### config.mk
export PLATFORM = sky130hd
export DESIGN_NAME = char_lcd_4bit_sequencer_top
export DESIGN_NICKNAME = d
export VERILOG_FILES = /design/src/hw/rtl/lcd4_pkg.sv /design/src/hw/rtl/lcd4_front.sv /design/src/hw/rtl/lcd4_fifo.sv /design/src/hw/rtl/lcd4_back.sv /design/src/hw/rtl/char_lcd_4bit_sequencer_top.sv
export SDC_FILE = /design/constraint.sdc
export NUM_CORES = 1
export LEC_CHECK = 0
export ABC_AREA = 1
export BUFFER_PORTS_ARGS = -buffer_cell sky130_fd_sc_hd__clkbuf_2
export CELL_PAD_IN_SITES_DETAIL_PLACEMENT = 1
export CELL_PAD_IN_SITES_GLOBAL_PLACEMENT = 1
export CORE_AREA = 5 5 143 145
export DETAILED_ROUTE_END_ITERATION = 10
export DIE_AREA = 0 0 148 150
export PLACE_DENSITY = 0.84
export RECOVER_POWER = 50
export SLEW_MARGIN = 20
export SYNTH_ARGS = -nofsm -noshare
export SYNTH_HDL_FRONTEND = slang
export SYNTH_SLANG_ARGS = --single-unit
export TNS_END_PERCENT = 100
### constraint.sdc
create_clock -name i_clk -period 2.7 [get_ports i_clk]
set_input_delay 0.54 -clock i_clk [delete_from_list [all_inputs] [get_ports i_clk]]
set_output_delay 0.54 -clock i_clk [all_outputs]
set_load 0.01 [all_outputs]
### src/hw/rtl/lcd4_pkg.sv
// shared types, codes and constants of the character lcd 4-bit sequencer
// no dependencies
package lcd4_pkg;

    // request codes on i_op
    localparam logic [2:0] OP_INIT   = 3'd0;
    localparam logic [2:0] OP_CMD    = 3'd1;
    localparam logic [2:0] OP_DATA   = 3'd2;
    localparam logic [2:0] OP_CLEAR  = 3'd3;
    localparam logic [2:0] OP_CURSOR = 3'd4;

    // configuration register indexes
    localparam logic [2:0] CFG_ENABLE_HIGH   = 3'd0;
    localparam logic [2:0] CFG_ENABLE_SETTLE = 3'd1;
    localparam logic [2:0] CFG_COMMAND_WAIT  = 3'd2;
    localparam logic [2:0] CFG_DATA_WAIT     = 3'd3;
    localparam logic [2:0] CFG_CLEAR_EXTRA   = 3'd4;
    localparam logic [2:0] CFG_POWER_UP      = 3'd5;

    // configuration reset values in microseconds
    localparam logic [15:0] RST_ENABLE_HIGH   = 16'd1;
    localparam logic [15:0] RST_ENABLE_SETTLE = 16'd100;
    localparam logic [15:0] RST_COMMAND_WAIT  = 16'd2000;
    localparam logic [15:0] RST_DATA_WAIT     = 16'd50;
    localparam logic [15:0] RST_CLEAR_EXTRA   = 16'd2000;
    localparam logic [15:0] RST_POWER_UP      = 16'd50000;

    // fixed hold times in microseconds
    localparam logic [15:0] SETUP_US             = 16'd1;
    localparam logic [15:0] FIRST_NIBBLE_HOLD_US = 16'd5000;
    localparam logic [15:0] NIBBLE_HOLD_US       = 16'd200;

    localparam logic [7:0] CMD_CLEAR    = 8'h01;
    localparam logic [3:0] CLEAR_NIBBLE = 4'h1;

    localparam int LCD4_QUEUE_DEPTH = 4;

    typedef enum logic [1:0] {
        KIND_INIT,
        KIND_BYTE,
        KIND_CLEAR
    } t_kind;

    typedef struct packed {
        t_kind      kind;
        logic       rs;
        logic [7:0] byte_val;
    } t_req;

    typedef struct packed {
        logic [15:0] enable_high_us;
        logic [15:0] enable_settle_us;
        logic [15:0] command_wait_us;
        logic [15:0] data_wait_us;
        logic [15:0] clear_extra_us;
        logic [15:0] power_up_us;
    } t_cfg;

    // power-up nibbles 0x3, 0x3, 0x3, 0x2
    function automatic logic [3:0] init_nibble(input logic [1:0] idx);
        init_nibble = (idx == 2'd3) ? 4'h2 : 4'h3;
    endfunction

    // init command bytes: function set, display on, entry mode, clear
    function automatic logic [7:0] init_cmd(input logic [1:0] idx);
        case (idx)
            2'd0:    init_cmd = 8'h28;
            2'd1:    init_cmd = 8'h0C;
            2'd2:    init_cmd = 8'h06;
            default: init_cmd = CMD_CLEAR;
        endcase
    endfunction

endpackage

### src/hw/rtl/lcd4_front.sv
// front end: takes host requests and turns them into queue entries
// depends on lcd4_pkg
module lcd4_front (
    input  logic            start,
    input  logic            i_full,
    input  logic [2:0]      i_op,
    input  logic [7:0]      i_byte_value,
    input  logic            i_row,
    input  logic [5:0]      i_column,
    output logic            busy,
    output logic            o_push,
    output lcd4_pkg::t_req  o_req
);
    import lcd4_pkg::*;

    logic c_legal;

    assign busy = i_full;

    always_comb begin
        c_legal        = 1'b1;
        o_req.kind     = KIND_BYTE;
        o_req.rs       = 1'b0;
        o_req.byte_val = i_byte_value;
        case (i_op)
            OP_INIT: begin
                o_req.kind = KIND_INIT;
            end
            OP_CMD: begin
                o_req.rs = 1'b0;
            end
            OP_DATA: begin
                o_req.rs = 1'b1;
            end
            OP_CLEAR: begin
                o_req.kind     = KIND_CLEAR;
                o_req.byte_val = CMD_CLEAR;
            end
            OP_CURSOR: begin
                // row base 0x40 plus a 6-bit column never carries past bit 6
                o_req.byte_val = {1'b1, i_row, i_column};
            end
            default: begin
                c_legal = 1'b0;
            end
        endcase
    end

    // unused op codes are taken and dropped
    assign o_push = start && !i_full && c_legal;

endmodule

### src/hw/rtl/lcd4_fifo.sv
// short request queue between front and back end
// depends on lcd4_pkg
module lcd4_fifo #(
    parameter int DEPTH = lcd4_pkg::LCD4_QUEUE_DEPTH
) (
    input  logic            i_clk,
    input  logic            i_rst_n,
    input  logic            i_push,
    input  lcd4_pkg::t_req  i_req,
    input  logic            i_pop,
    output lcd4_pkg::t_req  o_head,
    output logic            o_empty,
    output logic            o_full
);
    import lcd4_pkg::*;

    localparam int PTR_W = (DEPTH > 1) ? $clog2(DEPTH) : 1;
    localparam int CNT_W = $clog2(DEPTH + 1);

    t_req             r_mem [DEPTH];
    logic [PTR_W-1:0] r_wr, r_rd;
    logic [CNT_W-1:0] r_count;
    logic [PTR_W-1:0] n_wr, n_rd;
    logic             c_push, c_pop;

    assign o_empty = (r_count == '0);
    assign o_full  = (r_count == CNT_W'(DEPTH));
    assign o_head  = r_mem[r_rd];
    assign c_push  = i_push && !o_full;
    assign c_pop   = i_pop && !o_empty;

    assign n_wr = (r_wr == PTR_W'(DEPTH - 1)) ? '0 : r_wr + 1'b1;
    assign n_rd = (r_rd == PTR_W'(DEPTH - 1)) ? '0 : r_rd + 1'b1;

    always_ff @(posedge i_clk) begin
        if (c_push) begin
            r_mem[r_wr] <= i_req;
        end
    end

    always_ff @(posedge i_clk) begin
        if (!i_rst_n) begin
            r_wr    <= '0;
            r_rd    <= '0;
            r_count <= '0;
        end else begin
            if (c_push) begin
                r_wr <= n_wr;
            end
            if (c_pop) begin
                r_rd <= n_rd;
            end
            case ({c_push, c_pop})
                2'b10:   r_count <= r_count + 1'b1;
                2'b01:   r_count <= r_count - 1'b1;
                default: r_count <= r_count;
            endcase
        end
    end

endmodule

### src/hw/rtl/lcd4_back.sv
// back end: walks each queued request and emits one pin state per clock while one runs
// depends on lcd4_pkg
module lcd4_back (
    input  logic            i_clk,
    input  logic            i_rst_n,
    input  lcd4_pkg::t_cfg  i_cfg,
    input  lcd4_pkg::t_req  i_head,
    input  logic            i_empty,
    output logic            o_pop,
    output logic            o_strobe,
    output logic            o_reg_select,
    output logic            o_enable,
    output logic [3:0]      o_nibble,
    output logic [15:0]     o_wait_us,
    output logic            o_last
);
    import lcd4_pkg::*;

    typedef enum logic [1:0] {
        PH_PWR,
        PH_NIB,
        PH_BYTE,
        PH_CLRHOLD
    } t_phase;

    t_phase      r_phase, n_phase;
    logic        r_active, n_active;
    logic [1:0]  r_idx, n_idx;
    logic [2:0]  r_sub, n_sub;
    t_kind       r_kind;
    logic        r_rs;
    logic [7:0]  r_byte;

    logic        r_strobe, r_rs_out, r_en_out, r_last;
    logic [3:0]  r_nib_out;
    logic [15:0] r_wait_out;

    logic        c_rs, c_en, c_last;
    logic [3:0]  c_nib;
    logic [15:0] c_wait;
    logic [7:0]  c_byte;

    assign c_byte = (r_kind == KIND_INIT) ? init_cmd(r_idx) : r_byte;

    // pin state of the current step
    always_comb begin
        c_rs   = 1'b0;
        c_en   = 1'b0;
        c_nib  = 4'h0;
        c_wait = SETUP_US;
        case (r_phase)
            PH_PWR: begin
                c_wait = i_cfg.power_up_us;
            end
            PH_NIB: begin
                c_nib = init_nibble(r_idx);
                case (r_sub)
                    3'd0: begin
                        c_en   = 1'b1;
                        c_wait = i_cfg.enable_high_us;
                    end
                    3'd1: begin
                        c_wait = i_cfg.enable_settle_us;
                    end
                    default: begin
                        c_wait = (r_idx == 2'd0) ? FIRST_NIBBLE_HOLD_US : NIBBLE_HOLD_US;
                    end
                endcase
            end
            PH_BYTE: begin
                c_rs = r_rs;
                case (r_sub)
                    3'd0: begin
                        c_nib  = c_byte[7:4];
                        c_wait = SETUP_US;
                    end
                    3'd1: begin
                        c_en   = 1'b1;
                        c_nib  = c_byte[7:4];
                        c_wait = i_cfg.enable_high_us;
                    end
                    3'd2: begin
                        c_nib  = c_byte[7:4];
                        c_wait = i_cfg.enable_settle_us;
                    end
                    3'd3: begin
                        c_en   = 1'b1;
                        c_nib  = c_byte[3:0];
                        c_wait = i_cfg.enable_high_us;
                    end
                    3'd4: begin
                        c_nib  = c_byte[3:0];
                        c_wait = i_cfg.enable_settle_us;
                    end
                    default: begin
                        c_nib  = c_byte[3:0];
                        c_wait = r_rs ? i_cfg.data_wait_us : i_cfg.command_wait_us;
                    end
                endcase
            end
            PH_CLRHOLD: begin
                c_nib  = CLEAR_NIBBLE;
                c_wait = i_cfg.clear_extra_us;
            end
            default: begin
                c_nib = 4'h0;
            end
        endcase
    end

    assign c_last = (r_phase == PH_CLRHOLD)
                 || (r_phase == PH_BYTE && r_sub == 3'd5 && r_kind == KIND_BYTE);

    assign o_pop = (!r_active || c_last) && !i_empty;

    // step sequencing
    always_comb begin
        n_active = r_active;
        n_phase  = r_phase;
        n_idx    = r_idx;
        n_sub    = r_sub;
        if (o_pop) begin
            n_active = 1'b1;
            n_phase  = (i_head.kind == KIND_INIT) ? PH_PWR : PH_BYTE;
            n_idx    = 2'd0;
            n_sub    = 3'd0;
        end else if (r_active) begin
            case (r_phase)
                PH_PWR: begin
                    n_phase = PH_NIB;
                    n_idx   = 2'd0;
                    n_sub   = 3'd0;
                end
                PH_NIB: begin
                    if (r_sub != 3'd2) begin
                        n_sub = r_sub + 3'd1;
                    end else begin
                        n_sub = 3'd0;
                        n_idx = r_idx + 2'd1;
                        if (r_idx == 2'd3) begin
                            n_phase = PH_BYTE;
                        end
                    end
                end
                PH_BYTE: begin
                    if (r_sub != 3'd5) begin
                        n_sub = r_sub + 3'd1;
                    end else if (r_kind == KIND_BYTE) begin
                        n_active = 1'b0;
                    end else if (r_kind == KIND_CLEAR || r_idx == 2'd3) begin
                        n_phase = PH_CLRHOLD;
                    end else begin
                        n_sub = 3'd0;
                        n_idx = r_idx + 2'd1;
                    end
                end
                default: begin
                    n_active = 1'b0;
                end
            endcase
        end
    end

    always_ff @(posedge i_clk) begin
        if (!i_rst_n) begin
            r_active <= 1'b0;
            r_phase  <= PH_PWR;
            r_idx    <= 2'd0;
            r_sub    <= 3'd0;
            r_strobe <= 1'b0;
            r_last   <= 1'b0;
        end else begin
            r_active <= n_active;
            r_phase  <= n_phase;
            r_idx    <= n_idx;
            r_sub    <= n_sub;
            r_strobe <= r_active;
            r_last   <= r_active && c_last;
        end
        if (o_pop) begin
            r_kind <= i_head.kind;
            r_rs   <= i_head.rs;
            r_byte <= i_head.byte_val;
        end
        r_rs_out   <= c_rs;
        r_en_out   <= c_en;
        r_nib_out  <= c_nib;
        r_wait_out <= c_wait;
    end

    assign o_strobe     = r_strobe;
    assign o_reg_select = r_rs_out;
    assign o_enable     = r_en_out;
    assign o_nibble     = r_nib_out;
    assign o_wait_us    = r_wait_out;
    assign o_last       = r_last;

    // every enable pulse is followed at once by its falling state
    a_pulse_falls: assert property (@(posedge i_clk) disable iff (!i_rst_n)
        (o_strobe && o_enable) |=> (o_strobe && !o_enable))
        else $error("enable pulse not followed by enable low");

    // a request never ends with enable high
    a_last_low: assert property (@(posedge i_clk) disable iff (!i_rst_n)
        o_last |-> (o_strobe && !o_enable))
        else $error("last pin state with enable high or no strobe");

    // a new request is only taken at the end of the previous one
    a_pop_at_end: assert property (@(posedge i_clk) disable iff (!i_rst_n)
        (o_pop && r_active) |-> c_last)
        else $error("request taken while one is still running");

endmodule

### src/hw/rtl/char_lcd_4bit_sequencer_top.sv
// top level of the character lcd 4-bit sequencer: config registers and wiring
// depends on lcd4_pkg, lcd4_front, lcd4_fifo, lcd4_back
//
// Turns host requests (init, command byte, data byte, clear, set cursor) into
// a stream of lcd pin states, one per clock while a request runs, each marked
// by o_strobe for exactly one cycle. The receiver cannot hold results off: it
// must take every strobed state (RS, EN, D4..D7 and the hold time in
// microseconds) as it comes, and o_last flags the final state of a request.
// A request is taken when start is high and busy is low. Requests wait in a
// small queue (QUEUE_DEPTH entries, four by default), so busy only rises when
// that queue is full. The back-end sequencer sets the rate: one pin state per
// clock while a request runs. The first state of a request taken by an idle
// block comes out after the queue, the step registers and the output
// registers. Unused op codes are taken and give no output. Configuration
// registers may only be written while no request is queued or running.
module char_lcd_4bit_sequencer_top #(
    parameter int QUEUE_DEPTH = lcd4_pkg::LCD4_QUEUE_DEPTH
) (
    input  logic        i_clk,
    input  logic        i_rst_n,
    // request channel
    input  logic        start,
    output logic        busy,
    input  logic [2:0]  i_op,
    input  logic [7:0]  i_byte_value,
    input  logic        i_row,
    input  logic [5:0]  i_column,
    // configuration write port
    input  logic        i_cfg_we,
    input  logic [2:0]  i_cfg_idx,
    input  logic [15:0] i_cfg_wdata,
    // pin state results
    output logic        o_strobe,
    output logic        o_reg_select,
    output logic        o_enable,
    output logic [3:0]  o_nibble,
    output logic [15:0] o_wait_us,
    output logic        o_last
);
    import lcd4_pkg::*;

    t_cfg r_cfg;
    t_req w_push_req, w_head;
    logic w_push, w_pop, w_empty, w_full;

    // configuration registers, indexes beyond the list are ignored
    always_ff @(posedge i_clk) begin
        if (!i_rst_n) begin
            r_cfg.enable_high_us   <= RST_ENABLE_HIGH;
            r_cfg.enable_settle_us <= RST_ENABLE_SETTLE;
            r_cfg.command_wait_us  <= RST_COMMAND_WAIT;
            r_cfg.data_wait_us     <= RST_DATA_WAIT;
            r_cfg.clear_extra_us   <= RST_CLEAR_EXTRA;
            r_cfg.power_up_us      <= RST_POWER_UP;
        end else if (i_cfg_we) begin
            case (i_cfg_idx)
                CFG_ENABLE_HIGH:   r_cfg.enable_high_us   <= i_cfg_wdata;
                CFG_ENABLE_SETTLE: r_cfg.enable_settle_us <= i_cfg_wdata;
                CFG_COMMAND_WAIT:  r_cfg.command_wait_us  <= i_cfg_wdata;
                CFG_DATA_WAIT:     r_cfg.data_wait_us     <= i_cfg_wdata;
                CFG_CLEAR_EXTRA:   r_cfg.clear_extra_us   <= i_cfg_wdata;
                CFG_POWER_UP:      r_cfg.power_up_us      <= i_cfg_wdata;
                default:           r_cfg                  <= r_cfg;
            endcase
        end
    end

    // front end: accept and classify each transaction
    lcd4_front u_front (
        .start        (start),
        .i_full       (w_full),
        .i_op         (i_op),
        .i_byte_value (i_byte_value),
        .i_row        (i_row),
        .i_column     (i_column),
        .busy         (busy),
        .o_push       (w_push),
        .o_req        (w_push_req)
    );

    // queue lets the host run ahead of the pin sequencer
    lcd4_fifo #(
        .DEPTH (QUEUE_DEPTH)
    ) u_fifo (
        .i_clk   (i_clk),
        .i_rst_n (i_rst_n),
        .i_push  (w_push),
        .i_req   (w_push_req),
        .i_pop   (w_pop),
        .o_head  (w_head),
        .o_empty (w_empty),
        .o_full  (w_full)
    );

    // back end: one pin state per clock while a request runs
    lcd4_back u_back (
        .i_clk        (i_clk),
        .i_rst_n      (i_rst_n),
        .i_cfg        (r_cfg),
        .i_head       (w_head),
        .i_empty      (w_empty),
        .o_pop        (w_pop),
        .o_strobe     (o_strobe),
        .o_reg_select (o_reg_select),
        .o_enable     (o_enable),
        .o_nibble     (o_nibble),
        .o_wait_us    (o_wait_us),
        .o_last       (o_last)
    );

endmodule

==> results of run 1 <==
## path summary, 6_finish.rpt
path | from | endpoint | slack, ns | depth (start not counted)
worst min register to register | r_cfg[44] | r_cfg[44] | 0.46 | 2
worst max register to register | u_back.r_phase[0] | u_fifo.r_count[2] | 0.16 | 13
worst min-delay path | i_cfg_wdata[10] | r_cfg[58] | 0.41 | 3
worst max-delay path | u_back.r_phase[0] | u_fifo.r_count[2] | 0.16 | 13
## through the flow
stage | power [W] | area, sq um | utilization [%] | setup slack, ns
global route | 0.009675 | 9502 | 49.80 | 0.04396
floorplan | 0.005532 | 8324 | - | 0.2830
detailed placement | 0.006656 | 8971 | 47.02 | 0.1915
global placement | 0.006500 | 8971 | 47.02 | 0.3506
CTS | 0.009264 | 9568 | 50.15 | 0.1248
finish | 0.009207 | 9502 | 49.80 | 0.1574
## layout make-up
type	count	share of cell area (%)
sequential	192	46.26
multi-input combinational	714	36.02
timing repair buffer	94	5.188
clock buffer	17	4.477
tap	238	3.134
inverter	79	3.121
clock inverter	15	1.804
## state kept, by name, indices dropped and copies added, names as in the netlist, named ones only
signal,cells
u_fifo.r_count,3
u_fifo.r_rd,2
r_cfg,96
u_back.r_byte,8
u_back.o_strobe,1
u_back.o_wait_us,16
u_back.r_active,1
u_back.r_phase,2
u_back.r_sub,3
u_back.o_nibble,4
u_back.o_reg_select,1
u_back.r_kind,2
u_back.r_rs,1
u_back.o_enable,1
u_back.o_last,1
u_fifo.r_wr,2
u_fifo.r_mem,44
u_back.r_idx,2
## metal layers
layer,global-route usage (%),up-vias
met5,0,-
met4,7.206,0
met3,3.937,39
met2,41.04,168
met1,29.33,3631
li1,-,3521
## placed cells by master, fill, tap and decap left out, drive strengths merged, types with 18 or more instances in the layout
master  instances
a21oi          51
buf            24
clkbuf         87
dfxtp         137
edfxtp         55
ha             19
inv            88
nand2         214
nand3          65
nor2          187
o21ai         116
o22ai          18
## critical path: stages, from the launching register on
cell     delay [ns]
dfxtp_2        0.38
inv_1          0.11
ha_1           0.23
inv_1          0.08
nor2_1         0.05
nand2_1        0.12
nand3_2        0.12
nand2_4        0.14
inv_2          0.06
ha_1           0.21
fa_1           0.40
o21ai_0        0.26
o21ai_0        0.13
a21oi_1        0.19
## cell families (layout without fill, tap and decap cells)
| family | count (synthesis) | count (layout) | share of synthesized area, % |
|---|---|---|---|
| flops | 192 | 192 | 52.79 |
| simple gates | 484 | 484 | 23.91 |
| fa+ha+maj | 20 | 20 | 3.096 |
| compound gates | 199 | 199 | 12.84 |
| mux | 11 | 11 | 1.323 |
| buf+inv | 124 | 205 | 6.042 |
## where the power goes
group	internal [W]	leakage [nW]	switching [W]	total [W]
Sequential	0.00341	1.63	0.000233	0.00364
Combinational	0.000903	2.17	0.00211	0.00302
Clock	0.00126	0.292	0.00129	0.00255
## repair_timing
item / CTS / global route
resized for setup: 0 / 1
setup endpoints to repair: 0 / 1
buffers inserted: 0 / 0
==> reports/qor.txt, run 1 <==
drt pass-1 iters: 5
startpoint class of the critical path: flop
Post-Syn Instances: 1030
CTS H-tree lvls: 4
placed insts: 1317
Post-synth top flop: dfxtp_1
Critical Path RT: 3.07 ns
pwr dens: 969.0 mW/mm^2
asr flop ratio synth: 0%
post-DR vias/cell: 5.455
Setup violations, final: 0
Die W: 148 um
Layout Nets: 1159
Hold Slack: 0.4065 ns
Boundary Pins: 66
port bufs: 65
top cell type's share of synthesized area: 32.95%
Peak VDD IR: 0.6304 mV
layout cells sized above 1: 10.26%
status: finished clean
Top Metal Used: met4
routed via count: 7359
largest net degree at the start of global routing: 42
Clock Tree Buf Depth: 2
Detail Placement HPWL: 16550 um
vias in the first global route: 7762
clock-pin slew on the worst setup and hold paths: 0.08 ns
Iter 0 DRT Violations: 531
minimum period implied by the final worst setup slack: 2.543 ns
Seq/Total Area, Yosys: 52.79%
wire length per cell: 18.88 um
CTS root buf: clkbuf_16
cell with the most instances after synthesis: nand2_1
largest fanout on the critical path: 9
CTS tree: done
core outline area: 0.01908 sq mm
synthesis-stage register bit count: 192
number of max-slew violations in the final report: 0
Ys Warns: 0
Final Non-Filler Cells: 1349
Num CTS Buffers: 17
Setup crit end kind: flop
final hold vios: 0
Crit Path Class: flop to flop
Initial Util: 43.63%
Max-Cap Viols: 0
worst skew pair latency: 0.45 ns
Critical Path AT: 2.91 ns
die area: 0.02220 sq mm
setup TNS: 0 ns
Metal-1 WL: 11290 um
fin crit share: 94.17%
RSZ-0062 raised after global routing: no
largest area contributor in the netlist: dfxtp_1
initial antenna violation count: 0
hold buffers post-CTS: 0
post-synthesis cell type count: 36
Max Fclk: 0.3933 GHz
Rows: 51
WL met3: 1067 um
most common library cells after synthesis: 211 x nand2_1, 181 x nor2_1, 137 x dfxtp_1
Slew HR: 14.18%
final-layout fill cell count: 2330
HP Class: primary input to flop
WL final: 25470 um
GR Overflow Total: 0
multi-input logic area: 0.003422 sq mm
met2 WL: 12610 um
Synth Net Count: 1091
clk sink count: 192
register area: 0.004395 sq mm
Clock Skew: 0.01330 ns
mapped cell area: 0.008324 sq mm
Routability Congestion: 0.8232
overall global routing resource usage: 23.30%
Area Overhead vs Synth: 14.14%
Avg Cell Area, Syn: 8.082 sq um
Antenna diodes: 0
Die H: 150 um
first-pass GRT wire length: 40680 um
Remaining DRCs: 0
EDFF count, synth: 55
post-route ant nets: 0
Synth area leaders: dfxtp_1 33%, edfxtp_1 20%, nand2_1 9.5%, nor2_1 8.2%, o21ai_0 6.9%
Leak: 4.087 nW
worst slew pin tran: 1.287 ns
Power figures use the tool's default switching activity.
==> run 2: changes to the inputs <==
Settings changed: CORE_AREA 5 5 143 145 to 2 2 140 142, DIE_AREA 0 0 148 150 to 0 0 142 144, GPL_ROUTABILITY_DRIVEN set to 0.
==> run 2 against run 1 <==
Maximum frequency shrank 0.67%. Global-route usage grew 2.7 points. Routed wire length shrank 0.30%. Count of clock-buffer cells in the layout is the same. First-iteration DRC count is 15% lower. Clock skew is 0.0029 ns lower. Die area shrank 7.9%. Combinational power down 2%. Worst setup slack worse by 0.017 ns. Critical path type unchanged. Critical endpoint unchanged. Largest cell class unchanged. Largest power group unchanged.
==> reports/qor.txt, run 2 (same netlist as run 1, synthesis figures left out) <==
Crit Path Class: flop to flop
minimum period implied by the final worst setup slack: 2.560 ns
clock power share: 28.2%
CTS H-tree lvls: 4
Antenna diodes: 0
drt pass-1 iters: 5
Setup violations, final: 0
Remaining DRCs: 0
HP Class: primary input to flop
number of max-slew violations in the final report: 0
final hold vios: 0
Iter 0 DRT Violations: 453
Die H: 144 um
commonest non-fill, non-tap cell in the layout: nand2_1
Initial Util: 43.63%
Peak VDD IR: 0.5285 mV
Layout Nets: 1160
clock-pin slew on the worst setup and hold paths: 0.08 ns
worst skew pair latency: 0.45 ns
Slew HR: 37.18%
wire length per cell: 18.81 um
Critical Path RT: 3.03 ns
CTS tree: done
sw frac: 38.77%
Clock Tree Buf Depth: 2
Cell Int Power: 0.005633 W
layout cells sized above 1: 9.802%
Num CTS Buffers: 17
Max Fclk: 0.3907 GHz
status: finished clean
WL final: 25390 um
setup TNS: 0 ns
CTS root buf: clkbuf_16
die area: 0.02045 sq mm
overall global routing resource usage: 26.03%
clk sink count: 192
port bufs: 65
Boundary Pins: 66
Max-Cap Viols: 0
most frequent cells in the layout: 211 x nand2_1, 185 x nor2_1, 136 x dfxtp_1
vias in the first global route: 7877
pwr dens: 969.1 mW/mm^2
RSZ-0062 raised after global routing: no
final-layout fill cell count: 2344
fin crit share: 94.81%
hold buffers post-CTS: 0
startpoint class of the critical path: flop
GR Overflow Total: 0
R2R setup slack: 0.14 ns
switching power: 0.003567 W
first-pass GRT wire length: 41150 um
post-route ant nets: 0
largest fanout on the critical path: 9
largest net degree at the start of global routing: 30
Logic pwr share: 32.1%
worst slew pin tran: 0.9422 ns
Leak: 4.084 nW
initial antenna violation count: 0
Seq pwr share: 39.8%
Setup crit end kind: flop
Detail Placement HPWL: 16330 um
Top reg by flops: r_cfg
Rows: 51
Largest register FFs: 96
routed via count: 7412
Hold Slack: 0.4184 ns
Critical Path AT: 2.89 ns
Clock Skew: 0.01036 ns
core outline area: 0.01908 sq mm
Die W: 142 um
post-DR vias/cell: 5.490
Area Overhead vs Synth: 14.05%
## run 2: cell count changes in the layout (fill, tap and decap cells not counted), sizes merged
| cell | change |
|---|---|
| clkbuf | +1 |
| bufinv | +1 |
| inv | +2 |
| clkinv | -3 |
## run 2: cell type report
type	instances	area (sq um)	area share [%]
multi-input cells	714	3412	35.94
repair buffers	95	494.2	5.206
clock buffers	17	425.4	4.481
flip-flops and latches	192	4395	46.30
well taps	238	297.8	3.137
clock inverters	15	172.7	1.819
inverters	79	296.5	3.123
## run 2: per-layer routing
layer	global-route usage (%)	up-vias	routed length, um
met5	0	-	0
met4	10.11	0	601
met3	4.305	43	1122
met2	44.83	193	12530
met1	32.86	3652	11140
li1	-	3524	-
## run 2: through the flow
stage	power, W	cell area, sq um	cells	util, %	setup slack [ns]
floorplan	0.005532	8324	1030	-	0.2830
global placement	0.006477	8966	1318	46.99	0.3362
detailed placement	0.006600	8966	1318	46.99	0.2185
CTS	0.009254	9564	1350	50.13	0.02858
global route	0.009717	9494	1350	49.76	0.01812
finish	0.009200	9494	1350	49.76	0.1402
## run 2: what timing repair did
item | 4_1_cts | 5_1_grt
pin swaps | 0 | 1
setup buffers | 0 | 0
gates resized for setup | 1 | 2
setup endpoints to repair | 1 | 1
endpoints found under the hold margin | 0 | 0
## run 2: path summary, 6_finish.rpt
check	from	endpoint	cells past startpoint
max	u_back.r_phase[0]	u_fifo.r_count[2]	14
min	i_cfg_wdata[14]	r_cfg[14]	3
max reg2reg	u_back.r_phase[0]	u_fifo.r_count[2]	14
min reg2reg	r_cfg[32]	r_cfg[32]	2
## run 2: worst max-delay path: stages, from the launching register on
cell,delay [ns]
dfxtp_2,0.38
inv_1,0.11
ha_1,0.23
inv_1,0.07
nor2_1,0.05
nand2_1,0.13
nand3_2,0.13
nand2_4,0.14
inv_2,0.07
ha_1,0.22
fa_1,0.41
a21oi_1,0.16
o21ai_1,0.11
o21ai_1,0.18
a21oi_1,0.06
## run 2: power groups by stage
stage	combinational [W]	clock, W	sequential (W)
global placement	0.00279	0	0.00369
detailed placement	0.00289	0	0.00371
CTS	0.00297	0.00263	0.00365
global route	0.00328	0.00274	0.00369
floorplan	0.00188	0	0.00365
finish	0.00295	0.00259	0.00366
